===== config.mk =====
export PLATFORM = sky130hd
export DESIGN_NAME = first_missing_positive_top
export DESIGN_NICKNAME = d
export VERILOG_FILES = /design/src/hw/rtl/fmp_pkg.sv /design/src/hw/rtl/first_missing_positive_top.sv
export SDC_FILE = /design/constraint.sdc
export NUM_CORES = 2
export LEC_CHECK = 0
export BUFFER_PORTS_ARGS = -buffer_cell sky130_fd_sc_hd__buf_2
export CORE_MARGIN = 5
export CORE_UTILIZATION = 55
export DETAILED_ROUTE_END_ITERATION = 10
export HOLD_SLACK_MARGIN = 0.06
export PLACE_DENSITY = 0.71
export SLEW_MARGIN = 20
export SYNTH_ARGS = -nofsm -noshare
export SYNTH_HDL_FRONTEND = slang
export SYNTH_SLANG_ARGS = --single-unit

===== constraint.sdc =====
create_clock -name clk -period 4.65 [get_ports clk]
set_input_delay 0.93 -clock clk [delete_from_list [all_inputs] [get_ports clk]]
set_output_delay 0.93 -clock clk [all_outputs]
set_load 0.01 [all_outputs]

===== src/hw/rtl/fmp_pkg.sv =====
// shared types and constants for the first missing positive block
// no dependencies; used by first_missing_positive_top, fmp_checker and tb
`timescale 1ns / 1ps
`default_nettype none

package fmp_pkg;

  localparam int VALUE_W = 32;   // width of the value field
  localparam int MISS_W  = 11;   // width of the missing field
  localparam int WORD_W  = 32;   // bitmap bits held in one memory word
  localparam int BIT_W   = 5;    // log2 of WORD_W

  localparam logic KIND_ELEMENT = 1'b0;
  localparam logic KIND_END     = 1'b1;

  typedef struct packed {
    logic                      kind;
    logic signed [VALUE_W-1:0] value;
  } item_t;

  typedef struct packed {
    logic [MISS_W-1:0] missing;
    logic              overflow;
  } result_t;

  typedef enum logic [1:0] {
    ST_CLEAR,
    ST_IDLE,
    ST_SCAN,
    ST_FINISH
  } state_t;

endpackage

`default_nettype wire


===== src/hw/rtl/first_missing_positive_top.sv =====
// first missing positive: each element is marked in the bitmap in the cycle after its
// transfer; one element per cycle while idle. end item: result registered in ST_FINISH
// after a one-word-per-cycle scan of the NW = ceil(MAX_N/32) words of the bitmap memory.
// no items are taken during the scan; the scan also clears each word it reads.
// reset: synchronous; a clearing pass over all NW words zeroes the bitmap before the
// first item is taken
`timescale 1ns / 1ps
`default_nettype none

module first_missing_positive_top #(
  parameter int MAX_N = 1024
) (
  input  wire logic            clk,
  input  wire logic            rst,
  input  wire logic            item_valid,
  output      logic            item_ready,
  input  wire fmp_pkg::item_t  item,
  output      logic            result_valid,
  input  wire logic            result_ready,
  output      fmp_pkg::result_t result
);

  localparam int NW     = (MAX_N + fmp_pkg::WORD_W - 1) / fmp_pkg::WORD_W;
  localparam int ADDR_W = (NW > 1) ? $clog2(NW) : 1;
  localparam int POS_W  = ADDR_W + fmp_pkg::BIT_W;
  localparam int CNT_W  = $clog2(MAX_N + 1);
  localparam int CMP_W  = ((POS_W > CNT_W) ? POS_W : CNT_W) + 1;
  localparam int EXT_W  = (CMP_W > fmp_pkg::MISS_W) ? CMP_W : fmp_pkg::MISS_W;
  localparam int WW     = fmp_pkg::WORD_W;
  localparam int BW     = fmp_pkg::BIT_W;

  fmp_pkg::state_t state, state_next;

  // bitmap memory
  logic [WW-1:0]     mem [NW];
  logic [WW-1:0]     rdata;
  logic [ADDR_W-1:0] rd_addr;
  logic              wr_en;
  logic [ADDR_W-1:0] wr_addr;
  logic [WW-1:0]     wr_data;

  // element stage, forwarding and counters
  logic              s1_valid;
  logic [ADDR_W-1:0] s1_addr;
  logic [BW-1:0]     s1_bit;
  logic              fwd_valid;
  logic [ADDR_W-1:0] fwd_addr;
  logic [WW-1:0]     fwd_data;
  logic [CNT_W-1:0]  element_count;
  logic              overflowed;

  // scan
  logic [ADDR_W-1:0] scan_addr;
  logic              scan_rd_valid;
  logic [ADDR_W-1:0] scan_rd_addr;
  logic              found;
  logic [POS_W-1:0]  gap_pos;

  logic              item_fire;
  logic              is_element;
  logic              in_range;
  logic              room;
  logic [POS_W-1:0]  in_idx;
  logic [ADDR_W-1:0] in_word;
  logic [WW-1:0]     merge_base;
  logic [BW-1:0]     zero_bit;
  logic              word_has_zero;
  logic [POS_W-1:0]  word_pos;
  logic              found_now;
  logic [POS_W-1:0]  gap_now;
  logic [EXT_W-1:0]  gap_ext;
  logic [EXT_W-1:0]  count_ext;
  logic [EXT_W-1:0]  missing_ext;
  logic              scan_last;

  assign item_fire  = item_valid && item_ready;
  assign is_element = (item.kind == fmp_pkg::KIND_ELEMENT);
  assign room       = (element_count < CNT_W'(MAX_N));
  assign in_range   = !item.value[fmp_pkg::VALUE_W-1] && (item.value != '0) &&
                      ($unsigned(item.value) <= fmp_pkg::VALUE_W'(MAX_N));
  assign in_idx     = item.value[POS_W-1:0] - POS_W'(1);
  assign in_word    = in_idx[POS_W-1:BW];
  assign scan_last  = (scan_addr == ADDR_W'(NW - 1));

  // a word written in the previous cycle was read stale by the current element
  assign merge_base = (fwd_valid && (fwd_addr == s1_addr)) ? fwd_data : rdata;

  // first clear bit of the word returned by the scan
  always_comb begin
    zero_bit      = '0;
    word_has_zero = ~&rdata;
    for (int b = WW - 1; b >= 0; b--) begin
      if (!rdata[b]) begin
        zero_bit = BW'(b);
      end
    end
  end

  assign word_pos  = {scan_rd_addr, zero_bit};
  assign found_now = found || (scan_rd_valid && word_has_zero);
  assign gap_now   = found ? gap_pos : word_pos;
  assign gap_ext   = EXT_W'(gap_now);
  assign count_ext = EXT_W'(element_count);
  assign missing_ext = (found_now && (gap_ext < count_ext)) ? gap_ext + EXT_W'(1)
                                                            : count_ext + EXT_W'(1);

  // next state
  always_comb begin
    state_next = state;
    case (state)
      fmp_pkg::ST_CLEAR: begin
        if (scan_last) state_next = fmp_pkg::ST_IDLE;
      end
      fmp_pkg::ST_IDLE: begin
        if (item_fire && !is_element) state_next = fmp_pkg::ST_SCAN;
      end
      fmp_pkg::ST_SCAN: begin
        if (scan_last) state_next = fmp_pkg::ST_FINISH;
      end
      fmp_pkg::ST_FINISH: begin
        state_next = fmp_pkg::ST_IDLE;
      end
      default: begin
        state_next = fmp_pkg::ST_CLEAR;
      end
    endcase
  end

  // handshake and memory port control
  always_comb begin
    item_ready = 1'b0;
    rd_addr    = scan_addr;
    wr_en      = s1_valid;
    wr_addr    = s1_addr;
    wr_data    = merge_base | (WW'(1) << s1_bit);
    case (state)
      fmp_pkg::ST_IDLE: begin
        // an end item waits until the previous result has been taken
        item_ready = !(item.kind == fmp_pkg::KIND_END && result_valid);
        rd_addr    = in_word;
      end
      fmp_pkg::ST_CLEAR, fmp_pkg::ST_SCAN: begin
        wr_en   = 1'b1;
        wr_addr = scan_addr;
        wr_data = '0;
      end
      fmp_pkg::ST_FINISH: begin
        wr_en = 1'b0;
      end
      default: begin
        wr_en = 1'b0;
      end
    endcase
  end

  // read-before-write memory, read data registered
  always_ff @(posedge clk) begin
    if (wr_en) begin
      mem[wr_addr] <= wr_data;
    end
    rdata <= mem[rd_addr];
  end

  always_ff @(posedge clk) begin
    if (rst) begin
      state         <= fmp_pkg::ST_CLEAR;
      scan_addr     <= '0;
      scan_rd_valid <= 1'b0;
      s1_valid      <= 1'b0;
      fwd_valid     <= 1'b0;
      element_count <= '0;
      overflowed    <= 1'b0;
      found         <= 1'b0;
      result_valid  <= 1'b0;
    end else begin
      state         <= state_next;
      scan_rd_valid <= (state == fmp_pkg::ST_SCAN);
      s1_valid      <= item_fire && is_element && in_range && room;
      fwd_valid     <= s1_valid;

      if (state == fmp_pkg::ST_CLEAR || state == fmp_pkg::ST_SCAN) begin
        scan_addr <= scan_last ? '0 : scan_addr + ADDR_W'(1);
      end

      if (item_fire && is_element) begin
        if (room) begin
          element_count <= element_count + CNT_W'(1);
        end else begin
          overflowed <= 1'b1;
        end
      end

      if (result_valid && result_ready) begin
        result_valid <= 1'b0;
      end

      if (state == fmp_pkg::ST_FINISH) begin
        result_valid  <= 1'b1;
        element_count <= '0;
        overflowed    <= 1'b0;
        found         <= 1'b0;
      end else if (scan_rd_valid && !found && word_has_zero) begin
        found <= 1'b1;
      end
    end
  end

  // payload registers
  always_ff @(posedge clk) begin
    s1_addr      <= in_word;
    s1_bit       <= in_idx[BW-1:0];
    fwd_addr     <= s1_addr;
    fwd_data     <= wr_data;
    // word address that goes with the read data of the next cycle
    scan_rd_addr <= scan_addr;
    if (scan_rd_valid && !found && word_has_zero) begin
      gap_pos <= word_pos;
    end
    if (state == fmp_pkg::ST_FINISH) begin
      result.missing  <= missing_ext[fmp_pkg::MISS_W-1:0];
      result.overflow <= overflowed;
    end
  end

  // element writes only happen while the scan is not running
  a_no_mark_in_scan: assert property (@(posedge clk) disable iff (rst)
    (state != fmp_pkg::ST_IDLE) |-> !s1_valid)
    else $error("element write outside idle");

  // an end transfer always starts a scan
  a_end_starts_scan: assert property (@(posedge clk) disable iff (rst)
    (item_fire && !is_element) |=> (state == fmp_pkg::ST_SCAN))
    else $error("end transfer did not start scan");

  // a result only appears at the close of a scan
  a_result_after_finish: assert property (@(posedge clk) disable iff (rst)
    $rose(result_valid) |-> $past(state == fmp_pkg::ST_FINISH))
    else $error("result without scan");

  // the element count saturates at MAX_N
  a_count_bound: assert property (@(posedge clk) disable iff (rst)
    element_count <= CNT_W'(MAX_N))
    else $error("element count beyond limit");

endmodule

`default_nettype wire


==> impl_summary.md <==
Timing
The final max-slew violation count is 0. The final worst slack is 0.8357 ns. Setup repair after global routing left no endpoint under its margin. The portion of the clock cycle consumed by the worst path in the final layout is 0.8203.

The remaining max-slew budget at the tightest pin is 0.3007. Setup violations remaining at the end of the flow were counted as 0. Timing would allow up to 262.2 MHz. At the pin with the least slew margin, the transition time is 1.047 ns. The setup TNS is 0 ns.

The final setup skew is 0.02455 ns. The final hold violation count is 0. Subtracting the final worst setup slack from the clock period gives 3.814 ns.

Worst setup path
The worst setup path is captured at a flip-flop. The end of the worst register-to-register path is result[2]. The required time at the worst-slack endpoint is 5.07 ns. In this design, the stage delay of the slowest critical-path cell is 0.65 ns. The critical path in this run is classified as reg -> reg.

In this design, the critical path's most frequently occurring cell is a21oi_1. Counting cells, the worst reg-to-reg path comes to 12. Walking the worst path, the cells encountered are nand4_1, nand2b_1, o41ai_2, ha_1, a21oi_1, nor2b_1, o21ai_0, a21oi_1, o31ai_1, nand3_1, buf_4, mux2_2. The critical path data arrival time is 4.24 ns. The largest fanout of any net on the critical path is 10.

The startpoint identified for the worst register-to-register timing path is rdata[0]. The setup slack of the most critical reg-to-reg path is 0.84 ns. The slowest stage cell on the critical path is o41ai_2.

The critical path launch point type is a flip-flop.

Layout
The total inserted antenna cells is 0. Leaving out fill and tap cells, the most frequent cell in the layout is edfxtp_1. The layout has 5994 filler cells.

The utilization of the core after routing is 0.6262. Relative to the synthesized area, the layout overhead comes to 13.02%. Leaving out fill and tap cells, the most frequent cells in the layout are edfxtp_1, nand2_1, mux2i_1. After the last flow step, the layout net total stands at 3259. Once layout is complete, the cells apart from fillers number 4441. Of the cells placed in the final design, the portion with a size suffix greater than 1 is 0.1368.

Pwr
The worst ir drop on vdd is 0.4198 mV. The power density normalized to cell area is 613.6 nW/um^2. In this run the power spent charging and discharging nets is 11.12 mW. The share of total power dissipated in combinational logic is 0.318. Overall power consumption after layout is estimated at 32.72 mW. Internal power comes to 21.60 mW. The part of the total power dissipated in sequential elements is 0.411. The part of the power in the clock network is 0.270. The switching share of total power is 0.3399.

In this run the static leakage power is 17.91 nW.

Detailed routing
The routed length per placed instance is 28.23 um. Dividing the detail-routed via count by the number of cells gives 6.582. The detailed router finished its first iteration with 3807 violations.

For this run, design rule violations remaining after detail routing come to 0. For this block, the via count after detailed routing is 29230. For this block, the routed nets add up to 125400 um of wire. The first TritonRoute pass finished after 6 iterations.

Once detail routing completed, the nets flagged for antenna violations numbered 0.

GRT
The initial antenna violation count was 0. The via count of the first global-routing pass is 28240. The total overflow left after global routing is 0. Entering global routing, the biggest net connects 119 pins. In the global route stage, overall resource usage came out at 0.2701. The first global-routing pass estimated 183700 um of wire.

Clock tree
Counting every sink on the clock net gives 1154. Clock-pin slew was measured on the worst setup and hold paths at 0.07 ns. Buffers added to address setup during post-CTS repair amount to 0. The clock tree synthesis step divided the H-tree into 3 levels.

No sink is reached through more buffers than the 3 on the longest clock path. The clock reaches the later pin of the worst-skew pair after 0.69 ns. The tree is rooted in a clkbuf_16. Buffers inserted to repair hold after CTS numbered 0.

The number of clock buffers added by TritonCTS is 111. The clock tree from TritonCTS is yes. The post-cts resize count is 0.

Synth
The net count after synthesis is 3176. The average cell area after synthesis is 15.12 sq um. Of all flip-flops after synthesis, the portion carrying an async set or reset was 0. The number of flip-flops and latches in the synthesized netlist is 1154. Of the synthesized area, sequential elements account for 0.7116. The most used flip-flop cell after synthesis is edfxtp_1.

Synthesis instantiated 61 different standard cells from the library. In the synthesized netlist, the number of instances is 3120. The number of enable flip-flop cells after synthesis is 1046.

The synthesis warning total is 0. The mapped netlist covers 47180 sq um.

Job
The max-capacitance violation count is 0.

Placed design
Routability-driven placement finished with a final weighted congestion of 0.8801. The worst setup timing slack at the placement stage is 0.5965 ns. Detailed placement finished with a half-perimeter wire length of 68380 um.

In this run the tool buffered the top-level ports with 50 buffer cells. The cell count after placement is 4234.

Floorplan
The die covers 91740 sq um. The count of boundary I/O pins is 51. The standard cell core area is 85150 sq um. The horizontal die dimension is 302.9 um. The initial utilization of the core area, before any placement, comes to 0.5541. In this run the vertical extent of the chip is 302.9 um.

The initialized floorplan defines 107 standard-cell rows.

Hold path
The startpoint of the lowest-slack hold path is s1_addr[2]. Along the worst hold path, the cell count comes to 0. The class of the worst hold path is reg -> reg. The worst hold path terminates at fwd_addr[2].

Status
The run finished with clean final reports.
-- worst max-delay path, delay by kind of cell (launching register included) --
family          cells  cell delay, ns
compound gates      5            1.33
simple gates        4            0.83
flops               1            0.52
fa+ha+maj           1            0.37
mux                 1            0.29
buf+inv             1            0.22
-- worst max path at each step --
stage / start / end / slack (ns) / cells after the start
CTS: rdata[16] / result[2] / 0.91 / 11
floorplan: state[0] / mem[27][0] / 1.20 / 8
finish: rdata[0] / result[2] / 0.84 / 12
global placement: item[4] / rdata[2] / 0.75 / 9
detailed placement: item[4] / rdata[2] / 0.60 / 9
global route: rdata[1] / result[2] / 0.74 / 12
-- flip-flops by register name, indices dropped and copies added (netlist names) --
signal / flops
mem: 1024
fwd_data: 32
rdata: 32
result: 12
element_count: 11
gap_pos: 10
fwd_addr: 5
s1_addr: 5
s1_bit: 5
scan_addr: 5
scan_rd_addr: 5
state: 2
found: 1
fwd_valid: 1
overflowed: 1
result_valid: 1
s1_valid: 1
scan_rd_valid: 1
-- power groups by stage --
stage	Combinational (mW)	Sequential [mW]	Clock [mW]
global placement	9.98	13.6	0
CTS	10.3	13.4	8.94
finish	10.4	13.5	8.85
floorplan	7.09	13.4	0
global route	11.0	13.5	9.40
detailed placement	10.2	13.6	0
-- layer usage --
metal	GRT usage	up-vias	routed length, um
met5	0	-	0
met1	0.3725	14660	48330
met4	0.09852	0	4672
met2	0.4343	1771	59250
met3	0.05174	330	13140
li1	-	12470	-
-- layout make-up --
cell class | count | area, sq um | share of cell area
multi-input combinational | 1715 | 12840 | 0.2408
sequential | 1154 | 33570 | 0.6296
clock buffer | 143 | 2969 | 0.05568
tap | 1144 | 1431 | 0.02684
inverter | 28 | 105.1 | 0.001971
clock inverter | 64 | 604.3 | 0.01133
timing repair buffer | 193 | 1799 | 0.03374
-- synthesized netlist by cell type, drive strengths merged (21+ instances only) --
cell / instances / share of area
nand2: 410 / 0.033
dfxtp: 108 / 0.046
clkbuf: 106 / 0.0084
a311oi: 130 / 0.024
nor4: 44 / 0.0068
mux2i: 397 / 0.084
nand3: 21 / 0.0022
xnor2: 28 / 0.0052
a211oi: 257 / 0.041
inv: 28 / 0.0022
buf: 117 / 0.016
and4: 133 / 0.025
nor2: 75 / 0.0060
a31oi: 37 / 0.0050
edfxtp: 1046 / 0.67
-- cell families after synthesis --
family,after synthesis,share of synthesized area
flops,1154,0.7116
simple gates,773,0.08502
compound gates,480,0.07824
mux,406,0.08638
buf+inv,251,0.02686
xor+xnor,37,0.006869
fa+ha+maj,19,0.005039
-- stage by stage --
stage                     hold WS (ns)  instance area [sq um]
after floorplan                 0.3637                  47180
after global placement          0.3979                  49740
after detailed placement        0.4017                  49740
after CTS                       0.4149                  53320
after global routing            0.4271                  53320
final                           0.4168                  53320
(Power assumes the default switching activity.)
